[config.mk]
export PLATFORM = sky130hd
export DESIGN_NAME = redundant_command_deframer
export DESIGN_NICKNAME = d
export VERILOG_FILES = /design/src/design/rcd_pkg.sv /design/src/design/rcd_front.sv /design/src/design/rcd_queue.sv /design/src/design/rcd_back.sv /design/src/design/redundant_command_deframer.sv
export SDC_FILE = /design/constraint.sdc
export NUM_CORES = 1
export LEC_CHECK = 0
export BUFFER_PORTS_ARGS = -buffer_cell sky130_fd_sc_hd__clkbuf_2
export CORE_UTILIZATION = 35
export DETAILED_ROUTE_END_ITERATION = 8
export SLEW_MARGIN = 20
export SYNTH_ARGS = -nofsm -noshare
export SYNTH_HDL_FRONTEND = slang
export SYNTH_SLANG_ARGS = --single-unit
[constraint.sdc]
create_clock -name clk -period 5 [get_ports clk]
set_input_delay 1 -clock clk [delete_from_list [all_inputs] [get_ports clk]]
set_output_delay 1 -clock clk [all_outputs]
set_load 0.05 [all_outputs]
[src/design/rcd_pkg.sv]
// Shared constants, register codes and transaction types of the command deframer.
package rcd_pkg;

    localparam int MAX_PAYLOAD_DEF   = 8;
    localparam int MAX_PAYLOAD_LIMIT = 32;
    localparam int OP_IDX_W          = $clog2(MAX_PAYLOAD_LIMIT + 1);

    localparam int CFG_IDX_W  = 1;
    localparam int CFG_DATA_W = 8;

    localparam logic [CFG_IDX_W-1:0] REG_SYNC_BYTE = 1'b0;
    localparam logic [CFG_IDX_W-1:0] REG_FRAME_LEN = 1'b1;

    localparam logic [7:0] SYNC_BYTE_RST = 8'h00;
    localparam logic [3:0] FRAME_LEN_RST = 4'd4;

    localparam logic [7:0] NO_COMMAND = 8'hFF;

    localparam int QUEUE_DEPTH = 2;

    // One classified byte handed from the front to the back.
    typedef struct packed {
        logic                store_en;
        logic                vote_en;
        logic [7:0]          data;
        logic [OP_IDX_W-1:0] index;
        logic [OP_IDX_W-1:0] count;
    } rcd_op_t;

    // Queue status seen by both sides.
    typedef struct packed {
        logic full;
        logic valid;
    } rcd_q_status_t;

endpackage

[src/design/rcd_front.sv]
// Front end: configuration registers, header hunt and payload classification.
module rcd_front #(
    parameter int MAX_PAYLOAD = rcd_pkg::MAX_PAYLOAD_DEF
) (
    input  logic                           clk,
    input  logic                           rst_n,
    input  logic                           cfg_we,
    input  logic [rcd_pkg::CFG_IDX_W-1:0]  cfg_index,
    input  logic [rcd_pkg::CFG_DATA_W-1:0] cfg_data,
    input  logic                           accept,
    input  logic [7:0]                     rx_byte,
    output logic                           op_valid,
    output rcd_pkg::rcd_op_t               op
);
    import rcd_pkg::*;

    localparam int IDX_W = $clog2(MAX_PAYLOAD + 1);

    logic [7:0]       header_reg;
    logic [3:0]       frame_len_reg;
    logic             in_payload_reg, in_payload_next;
    logic             header_run_reg, header_run_next;
    logic [IDX_W-1:0] idx_reg, idx_next;

    logic [IDX_W-1:0] n_eff;
    logic [IDX_W-1:0] idx_inc;
    logic             is_hdr;
    logic             do_store;
    logic             done;

    always_comb
    begin
        n_eff    = (32'(frame_len_reg) > MAX_PAYLOAD) ? IDX_W'(MAX_PAYLOAD)
                                                      : IDX_W'(frame_len_reg);
        is_hdr   = (rx_byte == header_reg);
        do_store = !is_hdr && (32'(idx_reg) < MAX_PAYLOAD);
        idx_inc  = idx_reg + IDX_W'(do_store);
        done     = (idx_inc >= n_eff);

        in_payload_next = in_payload_reg;
        header_run_next = header_run_reg;
        idx_next        = idx_reg;
        op_valid        = 1'b0;

        if (accept)
        begin
            if (!in_payload_reg)
            begin
                if (is_hdr)
                begin
                    if (header_run_reg)
                    begin
                        in_payload_next = 1'b1;
                        header_run_next = 1'b0;
                        idx_next        = '0;
                    end
                    else
                    begin
                        header_run_next = 1'b1;
                    end
                end
                else
                begin
                    header_run_next = 1'b0;
                end
            end
            else
            begin
                idx_next = idx_inc;
                op_valid = do_store || done;
                if (done)
                begin
                    in_payload_next = 1'b0;
                    idx_next        = '0;
                end
            end
        end

        op.store_en = do_store;
        op.vote_en  = done;
        op.data     = rx_byte;
        op.index    = OP_IDX_W'(idx_reg);
        op.count    = OP_IDX_W'(n_eff);
    end

    always_ff @(posedge clk or negedge rst_n)
    begin
        if (!rst_n)
        begin
            header_reg     <= SYNC_BYTE_RST;
            frame_len_reg  <= FRAME_LEN_RST;
            in_payload_reg <= 1'b0;
            header_run_reg <= 1'b0;
            idx_reg        <= '0;
        end
        else
        begin
            if (cfg_we)
            begin
                case (cfg_index)
                    REG_SYNC_BYTE: header_reg    <= cfg_data[7:0];
                    REG_FRAME_LEN: frame_len_reg <= cfg_data[3:0];
                    default: ;
                endcase
            end
            in_payload_reg <= in_payload_next;
            header_run_reg <= header_run_next;
            idx_reg        <= idx_next;
        end
    end

endmodule

[src/design/rcd_queue.sv]
// Two-entry queue of classified transactions between front and back.
module rcd_queue (
    input  logic                    clk,
    input  logic                    rst_n,
    input  logic                    push,
    input  rcd_pkg::rcd_op_t        op_in,
    input  logic                    pop,
    output rcd_pkg::rcd_op_t        op_out,
    output rcd_pkg::rcd_q_status_t  status
);
    import rcd_pkg::*;

    localparam int PTR_W = $clog2(QUEUE_DEPTH);
    localparam int CNT_W = $clog2(QUEUE_DEPTH + 1);

    rcd_op_t          entries_reg [QUEUE_DEPTH];
    logic [PTR_W-1:0] wr_ptr_reg, rd_ptr_reg;
    logic [CNT_W-1:0] cnt_reg;

    assign status.full  = (cnt_reg == CNT_W'(QUEUE_DEPTH));
    assign status.valid = (cnt_reg != '0);
    assign op_out       = entries_reg[rd_ptr_reg];

    always_ff @(posedge clk)
    begin
        if (push)
        begin
            entries_reg[wr_ptr_reg] <= op_in;
        end
    end

    always_ff @(posedge clk or negedge rst_n)
    begin
        if (!rst_n)
        begin
            wr_ptr_reg <= '0;
            rd_ptr_reg <= '0;
            cnt_reg    <= '0;
        end
        else
        begin
            if (push)
            begin
                wr_ptr_reg <= wr_ptr_reg + PTR_W'(1);
            end
            if (pop)
            begin
                rd_ptr_reg <= rd_ptr_reg + PTR_W'(1);
            end
            cnt_reg <= cnt_reg + CNT_W'(push) - CNT_W'(pop);
        end
    end

    a_no_overflow: assert property (@(posedge clk) disable iff (!rst_n)
        push |-> (!status.full || pop))
        else $error("queue push while full");

    a_no_underflow: assert property (@(posedge clk) disable iff (!rst_n)
        pop |-> status.valid)
        else $error("queue pop while empty");

    a_count_step: assert property (@(posedge clk) disable iff (!rst_n)
        (push && !pop && !status.full) |=> status.valid)
        else $error("queue lost a transaction");

endmodule

[src/design/rcd_back.sv]
// Back end: payload store, pairwise vote sweep and output register.
module rcd_back #(
    parameter int MAX_PAYLOAD = rcd_pkg::MAX_PAYLOAD_DEF
) (
    input  logic             clk,
    input  logic             rst_n,
    input  logic             op_valid,
    input  rcd_pkg::rcd_op_t op,
    output logic             pop,
    output logic             out_valid,
    input  logic             out_stall,
    output logic [7:0]       command,
    output logic             command_found
);
    import rcd_pkg::*;

    localparam int ADDR_W = $clog2(MAX_PAYLOAD);
    localparam int IDX_W  = $clog2(MAX_PAYLOAD + 1);

    localparam logic [1:0] ST_IDLE = 2'd0;
    localparam logic [1:0] ST_READ = 2'd1;
    localparam logic [1:0] ST_CMP  = 2'd2;
    localparam logic [1:0] ST_DONE = 2'd3;

    logic [7:0]       store_mem [MAX_PAYLOAD];
    logic [7:0]       rd_a_reg, rd_b_reg;

    logic [1:0]       state_reg, state_next;
    logic [IDX_W-1:0] i_reg, i_next;
    logic [IDX_W-1:0] j_reg, j_next;
    logic [IDX_W-1:0] n_reg, n_next;
    logic [7:0]       result_reg, result_next;
    logic             out_valid_reg, out_valid_next;
    logic [7:0]       command_reg;
    logic             found_reg;
    logic             out_free;
    logic             load_out;

    assign pop           = (state_reg == ST_IDLE) && op_valid;
    assign out_free      = !out_valid_reg || !out_stall;
    assign load_out      = (state_reg == ST_DONE) && out_free;
    assign out_valid     = out_valid_reg;
    assign command       = command_reg;
    assign command_found = found_reg;

    always_ff @(posedge clk)
    begin
        if (pop && op.store_en)
        begin
            store_mem[op.index[ADDR_W-1:0]] <= op.data;
        end
        if (state_reg == ST_READ)
        begin
            rd_a_reg <= store_mem[i_reg[ADDR_W-1:0]];
            rd_b_reg <= store_mem[j_reg[ADDR_W-1:0]];
        end
    end

    always_comb
    begin
        state_next     = state_reg;
        i_next         = i_reg;
        j_next         = j_reg;
        n_next         = n_reg;
        result_next    = result_reg;
        out_valid_next = out_valid_reg;

        case (state_reg)
            ST_IDLE:
            begin
                if (pop && op.vote_en)
                begin
                    n_next = IDX_W'(op.count);
                    i_next = '0;
                    j_next = IDX_W'(1);
                    if (op.count < OP_IDX_W'(2))
                    begin
                        result_next = NO_COMMAND;
                        state_next  = ST_DONE;
                    end
                    else
                    begin
                        state_next = ST_READ;
                    end
                end
            end
            ST_READ:
            begin
                state_next = ST_CMP;
            end
            ST_CMP:
            begin
                if (rd_a_reg == rd_b_reg)
                begin
                    result_next = rd_a_reg;
                    state_next  = ST_DONE;
                end
                else if ((j_reg + IDX_W'(1)) < n_reg)
                begin
                    j_next     = j_reg + IDX_W'(1);
                    state_next = ST_READ;
                end
                else if ((i_reg + IDX_W'(2)) < n_reg)
                begin
                    i_next     = i_reg + IDX_W'(1);
                    j_next     = i_reg + IDX_W'(2);
                    state_next = ST_READ;
                end
                else
                begin
                    result_next = NO_COMMAND;
                    state_next  = ST_DONE;
                end
            end
            ST_DONE:
            begin
                if (out_free)
                begin
                    state_next = ST_IDLE;
                end
            end
            default:
            begin
                state_next = ST_IDLE;
            end
        endcase

        if (load_out)
        begin
            out_valid_next = 1'b1;
        end
        else if (out_valid_reg && !out_stall)
        begin
            out_valid_next = 1'b0;
        end
    end

    always_ff @(posedge clk or negedge rst_n)
    begin
        if (!rst_n)
        begin
            state_reg     <= ST_IDLE;
            out_valid_reg <= 1'b0;
        end
        else
        begin
            state_reg     <= state_next;
            out_valid_reg <= out_valid_next;
        end
    end

    always_ff @(posedge clk)
    begin
        i_reg      <= i_next;
        j_reg      <= j_next;
        n_reg      <= n_next;
        result_reg <= result_next;
        if (load_out)
        begin
            command_reg <= result_reg;
            found_reg   <= (result_reg != NO_COMMAND);
        end
    end

    a_pair_order: assert property (@(posedge clk) disable iff (!rst_n)
        (state_reg == ST_READ) |-> ((j_reg > i_reg) && (j_reg < n_reg)))
        else $error("vote pair out of range");

    a_cmp_after_read: assert property (@(posedge clk) disable iff (!rst_n)
        (state_reg == ST_CMP) |-> ($past(state_reg) == ST_READ))
        else $error("compare without a read");

    a_done_source: assert property (@(posedge clk) disable iff (!rst_n)
        (state_reg == ST_DONE) |-> ($past(state_reg) == ST_IDLE ||
                                    $past(state_reg) == ST_CMP ||
                                    $past(state_reg) == ST_DONE))
        else $error("result without a vote");

    a_out_from_done: assert property (@(posedge clk) disable iff (!rst_n)
        $rose(out_valid_reg) |-> ($past(state_reg) == ST_DONE))
        else $error("output raised outside result state");

endmodule

[src/design/redundant_command_deframer.sv]
// Top level of the redundant command deframer: front, queue and back.
//
// Usage: feed received bytes on the input channel (in_valid, rx_byte, in_stall).
// The front hunts for two header bytes in a row, then classifies each payload
// byte and queues a store or end-of-frame transaction. Header-valued payload
// bytes are dropped. The back writes the payload store and, at frame end,
// sweeps the byte pairs (i < j) in order until one matches, reading each pair
// in ST_READ and comparing it in ST_CMP, and reports the first repeated byte
// on the output channel (out_valid, command, command_found, out_stall). command
// is 0xFF and command_found 0 when no byte repeats or when the repeated byte
// is 0xFF. Throughput: one byte per cycle while the two-entry queue has room.
// At frame end the back takes no queued transaction until the vote sweep is
// through and its result is in the output register, which sets the sustained
// rate. When out_stall holds the result, the back waits and the queue fills,
// then in_stall rises.
// Reset: hunting for the header, sync byte 0, frame length 4, no result
// pending. The payload store is not cleared; a frame only reads what it wrote.
// Configuration: cfg_we writes cfg_data into register cfg_index
// (0 sync byte, 1 frame length) at the clock edge; write only while idle.
module redundant_command_deframer #(
    parameter int MAX_PAYLOAD = rcd_pkg::MAX_PAYLOAD_DEF
) (
    input  logic                           clk,
    input  logic                           rst_n,
    input  logic                           cfg_we,
    input  logic [rcd_pkg::CFG_IDX_W-1:0]  cfg_index,
    input  logic [rcd_pkg::CFG_DATA_W-1:0] cfg_data,
    input  logic                           in_valid,
    output logic                           in_stall,
    input  logic [7:0]                     rx_byte,
    output logic                           out_valid,
    input  logic                           out_stall,
    output logic [7:0]                     command,
    output logic                           command_found
);
    import rcd_pkg::*;

    logic          accept;
    logic          push;
    logic          pop;
    rcd_op_t       front_op;
    rcd_op_t       back_op;
    rcd_q_status_t q_status;

    // Stall whenever the queue is full: any payload byte may need a slot.
    assign in_stall = q_status.full;
    assign accept   = in_valid && !q_status.full;

    rcd_front #(
        .MAX_PAYLOAD (MAX_PAYLOAD)
    ) u_front (
        .clk       (clk),
        .rst_n     (rst_n),
        .cfg_we    (cfg_we),
        .cfg_index (cfg_index),
        .cfg_data  (cfg_data),
        .accept    (accept),
        .rx_byte   (rx_byte),
        .op_valid  (push),
        .op        (front_op)
    );

    rcd_queue u_queue (
        .clk    (clk),
        .rst_n  (rst_n),
        .push   (push),
        .op_in  (front_op),
        .pop    (pop),
        .op_out (back_op),
        .status (q_status)
    );

    rcd_back #(
        .MAX_PAYLOAD (MAX_PAYLOAD)
    ) u_back (
        .clk           (clk),
        .rst_n         (rst_n),
        .op_valid      (q_status.valid),
        .op            (back_op),
        .pop           (pop),
        .out_valid     (out_valid),
        .out_stall     (out_stall),
        .command       (command),
        .command_found (command_found)
    );

endmodule

==> run_summary.xml, run 1 <==
<?xml version="1.0" encoding="UTF-8"?>
<metrics>
  <group name="clocking">
    <metric name="clkSlewWorstSetupHoldPaths" unit="ns">0.06</metric>
    <metric name="tritoncts" unit="">built</metric>
    <metric name="cts.sinks" unit="">168</metric>
    <metric name="insertion_delay_to_the_later_sink_of_the_worst_skew_pair" unit="ns">0.42</metric>
    <metric name="htree_levels" unit="">4</metric>
    <metric name="cts_setup_buffers" unit="">0</metric>
    <metric name="cts-hold-fix-buffers" unit="">0</metric>
    <metric name="clk_path_buf_depth" unit="">2</metric>
    <metric name="cts_root_buffer" unit="">sky130_fd_sc_hd__clkbuf_16</metric>
    <metric name="tritoncts.num_buffers" unit="">17</metric>
    <metric name="post_cts_resize_count" unit="">0</metric>
  </group>
  <group name="floorplan">
    <metric name="dieArea" unit="mm2">0.02198</metric>
    <metric name="start_util" unit="%">35.62</metric>
    <metric name="io_pins" unit="">33</metric>
    <metric name="chipHeight" unit="um">148.3</metric>
    <metric name="number_of_cell_rows" unit="">53</metric>
    <metric name="core-area" unit="mm2">0.02102</metric>
    <metric name="die_width" unit="um">148.3</metric>
  </group>
  <group name="route">
    <metric name="wirelength" unit="mm">12.64</metric>
    <metric name="dr.pass1.iters" unit="">5</metric>
    <metric name="wire_length_per_cell_after_detailed_routing" unit="um">16.26</metric>
    <metric name="post_drt_via_cell_ratio" unit="">4.828</metric>
    <metric name="antenna_violating_nets_post_route" unit="">0</metric>
    <metric name="dr_total_vias" unit="">3751</metric>
    <metric name="starting_drc_count_in_detailed_routing" unit="">166</metric>
    <metric name="remaining_drc_errors" unit="">0</metric>
  </group>
  <group name="finish">
    <metric name="utilization" unit="%">40.55</metric>
    <metric name="syn_to_final_growth" unit="%">13.82</metric>
    <metric name="share_of_final_layout_standard_cells_stronger_than_drive_strength_1" unit="%">29.68</metric>
    <metric name="nFillCells" unit="">1846</metric>
    <metric name="antenna_cells" unit="">0</metric>
    <metric name="num-nets-final" unit="">527</metric>
    <metric name="flip_flop_count_of_the_largest_register_all_copies_and_words_added" unit="">64</metric>
    <metric name="postLayoutCellArea" unit="mm2">0.008523</metric>
  </group>
  <group name="power_and_ir_drop">
    <metric name="p_leak" unit="nW">2.953</metric>
    <metric name="cellPowerDensity" unit="mW/mm2">530.9</metric>
    <metric name="max-vdd-ir-drop" unit="V">0.0002550</metric>
  </group>
  <group name="placed_design">
    <metric name="gpl.final_weighted_congestion" unit="">0.8584</metric>
    <metric name="sum_of_net_half_perimeters_after_detailed_placement" unit="mm">8.923</metric>
    <metric name="buffer_ports.inserted" unit="">32</metric>
    <metric name="placement.cell_area" unit="mm2">0.007931</metric>
  </group>
  <group name="sta">
    <metric name="finalSetupViolCount" unit="">0</metric>
    <metric name="highest_clock_rate" unit="MHz">272.7</metric>
    <metric name="fin_worst_hold_slack" unit="ns">0.4478</metric>
    <metric name="worst-slew-pin-transition" unit="ns">0.9936</metric>
    <metric name="timing.final.max_slew_violations" unit="">0</metric>
    <metric name="maxSlewHeadroom" unit="%">33.52</metric>
    <metric name="final.setup_skew" unit="ns">0.01403</metric>
    <metric name="period_share" unit="%">73.33</metric>
    <metric name="unrepaired_setup_endpoints_after_global_routing" unit="">no</metric>
    <metric name="finalWorstPathRequiredPeriod" unit="ns">3.667</metric>
    <metric name="fin_setup_tns" unit="ns">0</metric>
    <metric name="report.final.hold_viol_count" unit="">0</metric>
  </group>
  <group name="critical_path">
    <metric name="reg2reg_depth" unit="">13</metric>
    <metric name="r2r-end" unit="">u_queue.entries_reg[0][12]</metric>
    <metric name="path_class" unit="">input port to register</metric>
    <metric name="crit_path_start_kind" unit="">input port</metric>
    <metric name="r2r_setup_slk" unit="ns">1.62</metric>
    <metric name="worstSetupEndpointType" unit="">register</metric>
    <metric name="worstReg2RegStart" unit="">u_front.header_reg[5]</metric>
    <metric name="crit_path_max_incr_delay" unit="ns">0.41</metric>
    <metric name="worst-path-max-fanout" unit="">17</metric>
    <metric name="critical-path-slowest-cell" unit="">sky130_fd_sc_hd__nor4_4</metric>
    <metric name="data_arrival_critical_path" unit="ns">3.77</metric>
    <metric name="path_cells" unit="">clkbuf_2 -&gt; xor2_1 -&gt; nor4_4 -&gt; a21oi_2 -&gt; and2_1 -&gt; ha_1 -&gt; xor2_1 -&gt; ha_1 -&gt; o21a_1 -&gt; nor2_1 -&gt; nor2_1 -&gt; o21a_1 -&gt; nor2b_1 -&gt; buf_4</metric>
    <metric name="cp.required" unit="ns">5.10</metric>
  </group>
  <group name="grt">
    <metric name="grt_usage" unit="%">12.47</metric>
    <metric name="largest_net_degree_at_the_start_of_global_routing" unit="">29</metric>
    <metric name="grt_pass1_vias" unit="">3918</metric>
    <metric name="initial_antenna_violation_count" unit="">0</metric>
    <metric name="globalRouteOverflowTotal" unit="">0</metric>
    <metric name="wire_length_of_the_first_global_routing_pass" unit="mm">20.31</metric>
  </group>
  <group name="run">
    <metric name="maxCapViolations" unit="">0</metric>
  </group>
  <group name="synthesis">
    <metric name="netlist.top_cell.by_area" unit="">sky130_fd_sc_hd__edfxtp_1</metric>
    <metric name="synthTopCellsByArea" unit="">sky130_fd_sc_hd__edfxtp_1 57%, sky130_fd_sc_hd__mux4_2 9.6%, sky130_fd_sc_hd__dfrtp_1 8.0%</metric>
    <metric name="synthesis.yosys.warnings" unit="">0</metric>
    <metric name="netlist_area" unit="mm2">0.007488</metric>
    <metric name="ys_seq_area_share" unit="%">65.71</metric>
    <metric name="postSynthNetCount" unit="">489</metric>
    <metric name="yosysTopAreaCellShare" unit="%">57.34</metric>
    <metric name="mapped_cells" unit="">451</metric>
    <metric name="synthTopCellsByCount" unit="">143 x sky130_fd_sc_hd__edfxtp_1, 40 x sky130_fd_sc_hd__mux2_2, 32 x sky130_fd_sc_hd__mux4_2, 27 x sky130_fd_sc_hd__nor2_1, 24 x sky130_fd_sc_hd__dfrtp_1</metric>
    <metric name="synth-edff-count" unit="">143</metric>
    <metric name="async_set_or_reset_register_ratio_after_synthesis" unit="%">14.88</metric>
    <metric name="yosysMostFrequentCell" unit="">sky130_fd_sc_hd__edfxtp_1</metric>
    <metric name="synth_seq_cells" unit="">168</metric>
    <metric name="dominantRegCellSynth" unit="">sky130_fd_sc_hd__edfxtp_1</metric>
    <metric name="synth_cell_type_count" unit="">49</metric>
    <metric name="postSynthAreaPerCell" unit="um2">16.60</metric>
  </group>
  <group name="run_status">
    <metric name="run_status" unit="">completed</metric>
  </group>
  <group name="worst_hold_path">
    <metric name="hold_path_startpoint" unit="">u_back.result_reg[4]</metric>
    <metric name="min_path_type" unit="">register to register</metric>
    <metric name="hold_end" unit="">u_back.command[4]</metric>
    <metric name="worst_hold_path.num_cells" unit="">0</metric>
  </group>
</metrics>
-- layer usage --
layer | global-route usage (%) | wire, um
met1 | 14.34 | 5364
met2 | 22.39 | 6705
met3 | 3.344 | 404
met4 | 4.072 | 162
met5 | 0 | 0
-- cell usage in the layout, fill, tap and decap left out, drive strengths merged, types with 2 or more instances in the layout --
| cell | n |
|---|---|
| mux4 | 32 |
| nand4 | 5 |
| mux2i | 3 |
| nand3 | 2 |
| nor3b | 2 |
| o21ai | 8 |
| a31oi | 4 |
| nor2b | 4 |
| buf | 6 |
| edfxtp | 143 |
| and2 | 2 |
| clkbuf | 53 |
| nand2 | 21 |
| xnor2 | 13 |
| bufinv | 3 |
| a211oi | 2 |
| nor2 | 27 |
| nor4 | 4 |
| inv | 18 |
| xor2 | 14 |
| a21oi | 11 |
| mux2 | 40 |
| and3 | 3 |
| nor3 | 7 |
| clkinv | 5 |
| dfrtp | 24 |
| o211ai | 2 |
| ha | 16 |
| nand2b | 13 |
| o21a | 3 |
-- critical path, delay by kind of cell --
| kind | cells | cell delay, ns |
|---|---|---|
| and+or+nand+nor | 5 | 1.02 |
| AOI/OAI and AO/OA | 3 | 0.58 |
| adders and majority gates | 2 | 0.47 |
| buffers and inverters | 2 | 0.37 |
| xor gates and xnor gates | 2 | 0.33 |
-- stage by stage --
step | power [mW] | setup slack [ns] | cells
2_1_floorplan | 2.989 | 0.8072 | 451
3_3_place_gp | 3.251 | 1.001 | 745
3_5_place_dp | 3.274 | 0.8896 | 745
4_1_cts | 4.576 | 1.324 | 777
5_1_grt | 4.770 | 1.138 | 777
6_report | 4.525 | 1.333 | 777
-- worst max path at each step --
stage,startpoint,endpoint,depth (start not counted)
6_report,rx_byte[5],u_queue.entries_reg[0][12],14
5_1_grt,rx_byte[5],u_queue.entries_reg[0][12],14
4_1_cts,rx_byte[5],u_queue.entries_reg[0][12],14
3_5_place_dp,rx_byte[5],u_queue.entries_reg[0][13],14
3_3_place_gp,rx_byte[5],u_queue.entries_reg[0][8],14
2_1_floorplan,rx_byte[6],u_queue.entries_reg[0][0],12
-- report_power, final --
part | internal, mW | switching, mW
logic | 0.605 | 0.644
clock network | 0.787 | 0.506
registers | 1.79 | 0.190
-- kinds of logic after synthesis --
logic type / synth area share, %
buffers and inverters: 2.222
and+or+nand+nor: 6.533
DFF: 65.71
adders and majority gates: 2.673
muxes: 16.04
xor gates and xnor gates: 3.158
AOI/OAI and AO/OA: 3.659
-- area by class of cell --
class,instances,area [um2],share of cell area [%]
Clock buffer,21,440.4,5.167
Clock inverter,11,146.4,1.718
Inverter,16,60.06,0.7046
Multi-Input combinational cell,248,2406,28.23
Sequential cell,168,4921,57.74
Tap cell,275,344.1,4.037
Timing Repair Buffer,38,205.2,2.408
Power figures use the tool's default switching activity.
==> run 2: changes to the inputs <==
- clock period: 5 -> 3.1 ns (I/O delays scaled with it)
==> run 2 against run 1 <==
Against the previous run:
- routed wire length up 9.4%
- global-route usage up 1.1 points
- count of clock-buffer cells in the layout unchanged
- design area grew 4.2%
- critical path type is now register to register
- cell count is 4.9% higher
- register-to-register slack worse by 1.6 ns
- via count is 4.6% higher
- non-clock buffer count up 37
- clock skew down 0.0016 ns
- highest routed layer unchanged
- combinational power increased by 81%
- worst setup slack worse by 1.3 ns
==> run_summary.xml, run 2 (same netlist as run 1, synthesis figures left out) <==
<?xml version="1.0" encoding="UTF-8"?>
<metrics>
  <group name="power_and_ir_drop">
    <metric name="cellPowerDensity" unit="mW/mm2">827.9</metric>
    <metric name="p_leak" unit="nW">3.138</metric>
    <metric name="max-vdd-ir-drop" unit="V">0.0003374</metric>
  </group>
  <group name="clocking">
    <metric name="insertion_delay_to_the_later_sink_of_the_worst_skew_pair" unit="ns">0.42</metric>
    <metric name="tritoncts" unit="">built</metric>
    <metric name="tritoncts.num_buffers" unit="">17</metric>
    <metric name="clkSlewWorstSetupHoldPaths" unit="ns">0.07</metric>
    <metric name="cts_root_buffer" unit="">sky130_fd_sc_hd__clkbuf_16</metric>
    <metric name="htree_levels" unit="">4</metric>
    <metric name="cts.sinks" unit="">168</metric>
    <metric name="clk_path_buf_depth" unit="">2</metric>
  </group>
  <group name="finish">
    <metric name="antenna_cells" unit="">0</metric>
    <metric name="syn_to_final_growth" unit="%">18.55</metric>
    <metric name="flip_flop_count_of_the_largest_register_all_copies_and_words_added" unit="">64</metric>
    <metric name="share_of_final_layout_standard_cells_stronger_than_drive_strength_1" unit="%">37.22</metric>
    <metric name="most-common-layout-cells" unit="">143 x sky130_fd_sc_hd__edfxtp_1, 42 x sky130_fd_sc_hd__buf_4, 40 x sky130_fd_sc_hd__mux2_2</metric>
    <metric name="num-nets-final" unit="">565</metric>
    <metric name="postLayoutCellArea" unit="mm2">0.008877</metric>
    <metric name="final_common_cell" unit="">sky130_fd_sc_hd__edfxtp_1</metric>
  </group>
  <group name="sta">
    <metric name="fin_worst_hold_slack" unit="ns">0.2461</metric>
    <metric name="timing.final.max_slew_violations" unit="">0</metric>
    <metric name="highest_clock_rate" unit="MHz">328.4</metric>
    <metric name="unrepaired_setup_endpoints_after_global_routing" unit="">yes</metric>
    <metric name="finalSetupViolCount" unit="">0</metric>
    <metric name="final.setup_skew" unit="ns">0.01245</metric>
    <metric name="postLayoutSetupSlackWorst" unit="ns">0.05483</metric>
    <metric name="fin_setup_tns" unit="ns">0</metric>
    <metric name="report.final.hold_viol_count" unit="">0</metric>
    <metric name="worst-slew-pin-transition" unit="ns">0.9834</metric>
    <metric name="maxSlewHeadroom" unit="%">34.44</metric>
    <metric name="period_share" unit="%">98.23</metric>
    <metric name="finalWorstPathRequiredPeriod" unit="ns">3.045</metric>
  </group>
  <group name="critical_path">
    <metric name="cp.required" unit="ns">3.41</metric>
    <metric name="r2r_setup_slk" unit="ns">0.05</metric>
    <metric name="crit_path_start" unit="">u_front.header_reg[5]</metric>
    <metric name="r2r-end" unit="">u_queue.cnt_reg[1]</metric>
    <metric name="worst-path-max-fanout" unit="">4</metric>
    <metric name="worstSetupEndpointType" unit="">register</metric>
    <metric name="critical_path.n_buffers_inverters" unit="">1</metric>
    <metric name="worstReg2RegStart" unit="">u_front.header_reg[5]</metric>
    <metric name="crit_path_start_kind" unit="">register</metric>
    <metric name="timing.critical_path.max_delay_family" unit="">simple AND/OR/NAND/NOR gates</metric>
    <metric name="reg2reg_depth" unit="">15</metric>
    <metric name="data_arrival_critical_path" unit="ns">3.36</metric>
    <metric name="crit_path_max_incr_delay" unit="ns">0.39</metric>
    <metric name="path_class" unit="">register to register</metric>
    <metric name="path_cells" unit="">xor2_1 -&gt; nor4_4 -&gt; a21oi_2 -&gt; and2_4 -&gt; ha_4 -&gt; xor2_1 -&gt; ha_1 -&gt; o21a_1 -&gt; nor2_2 -&gt; nor2_2 -&gt; o21a_1 -&gt; buf_4 -&gt; ha_2 -&gt; xnor2_2 -&gt; xnor2_1</metric>
    <metric name="critical-path-slowest-cell" unit="">sky130_fd_sc_hd__dfrtp_1</metric>
  </group>
  <group name="floorplan">
    <metric name="io_pins" unit="">33</metric>
    <metric name="start_util" unit="%">35.62</metric>
    <metric name="number_of_cell_rows" unit="">53</metric>
    <metric name="dieArea" unit="mm2">0.02198</metric>
    <metric name="chipHeight" unit="um">148.3</metric>
    <metric name="die_width" unit="um">148.3</metric>
    <metric name="core-area" unit="mm2">0.02102</metric>
  </group>
  <group name="worst_hold_path">
    <metric name="min_path_type" unit="">input port to async pin</metric>
  </group>
  <group name="grt">
    <metric name="wire_length_of_the_first_global_routing_pass" unit="mm">22.36</metric>
    <metric name="grt_usage" unit="%">13.54</metric>
    <metric name="grt_pass1_vias" unit="">4275</metric>
    <metric name="initial_antenna_violation_count" unit="">0</metric>
    <metric name="globalRouteOverflowTotal" unit="">0</metric>
    <metric name="largest_net_degree_at_the_start_of_global_routing" unit="">26</metric>
  </group>
  <group name="run">
    <metric name="maxCapViolations" unit="">0</metric>
  </group>
  <group name="placed_design">
    <metric name="buffer_ports.inserted" unit="">32</metric>
    <metric name="detailedPlace.worstSlack" unit="ns">-0.3385</metric>
    <metric name="gpl.final_weighted_congestion" unit="">0.8097</metric>
    <metric name="placement.cell_area" unit="mm2">0.008255</metric>
    <metric name="sum_of_net_half_perimeters_after_detailed_placement" unit="mm">9.795</metric>
  </group>
  <group name="route">
    <metric name="starting_drc_count_in_detailed_routing" unit="">216</metric>
    <metric name="post_drt_via_cell_ratio" unit="">4.815</metric>
    <metric name="wire_length_per_cell_after_detailed_routing" unit="um">16.96</metric>
    <metric name="remaining_drc_errors" unit="">0</metric>
    <metric name="dr_total_vias" unit="">3924</metric>
    <metric name="dr.pass1.iters" unit="">4</metric>
    <metric name="wirelength" unit="mm">13.82</metric>
    <metric name="antenna_violating_nets_post_route" unit="">0</metric>
  </group>
  <group name="run_status">
    <metric name="run_status" unit="">completed</metric>
  </group>
</metrics>
[run 2: how the worst max path moves through the flow]
| stage | end | cells after the start | slack (ns) |
|---|---|---|---|
| finish | u_queue.cnt_reg[1] | 15 | 0.05 |
| global placement | u_queue.entries_reg[0][14] | 13 | -0.29 |
| detailed placement | u_queue.entries_reg[0][12] | 13 | -0.34 |
| global route | u_queue.cnt_reg[1] | 15 | -0.08 |
| floorplan | u_queue.entries_reg[0][0] | 12 | -0.10 |
| CTS | u_queue.cnt_reg[1] | 15 | 0.001 |
[run 2: cell type report]
cell class                 count  area, um2
clock buffer                  21      470.5
sequential                   168       4922
tap                          275      344.1
clock inverter                11      98.84
fill                        1890      12140
timing repair buffer          75      495.5
inverter                      16      60.06
multi-input combinational    249       2486
[run 2: repair_timing]
action / CTS / global route
gates resized for setup: 1 / 2
gates cloned: 0 / 1
pin swaps: 1 / 2
hold buffers: 0 / 0
setup endpoints to repair: 18 / 18
setup buffers: 1 / 2
hold endpoints to repair: 0 / 0
[run 2: power by group]
| group | switching [mW] | leakage, nW | internal, mW |
|---|---|---|---|
| Combinational | 1.19 | 1.30 | 1.06 |
| Clock | 0.827 | 0.275 | 1.17 |
| Sequential | 0.206 | 1.57 | 2.89 |
[run 2: metrics by stage]
stage	instances	util, %	total power, mW
2_1_floorplan	451	-	4.834
3_3_place_gp	779	39.27	5.347
3_5_place_dp	779	39.27	5.407
4_1_cts	812	42.08	7.434
5_1_grt	815	42.23	7.748
6_report	815	42.23	7.349
[run 2: layer usage]
| metal | up-vias | share of wire, % | GRT usage [%] |
|---|---|---|---|
| li1 | 1891 | - | - |
| met1 | 1956 | 43 | 16.24 |
| met2 | 64 | 53 | 23.52 |
| met3 | 13 | 3.4 | 3.926 |
| met4 | 0 | 1.1 | 4.021 |
| met5 | - | 0 | 0 |
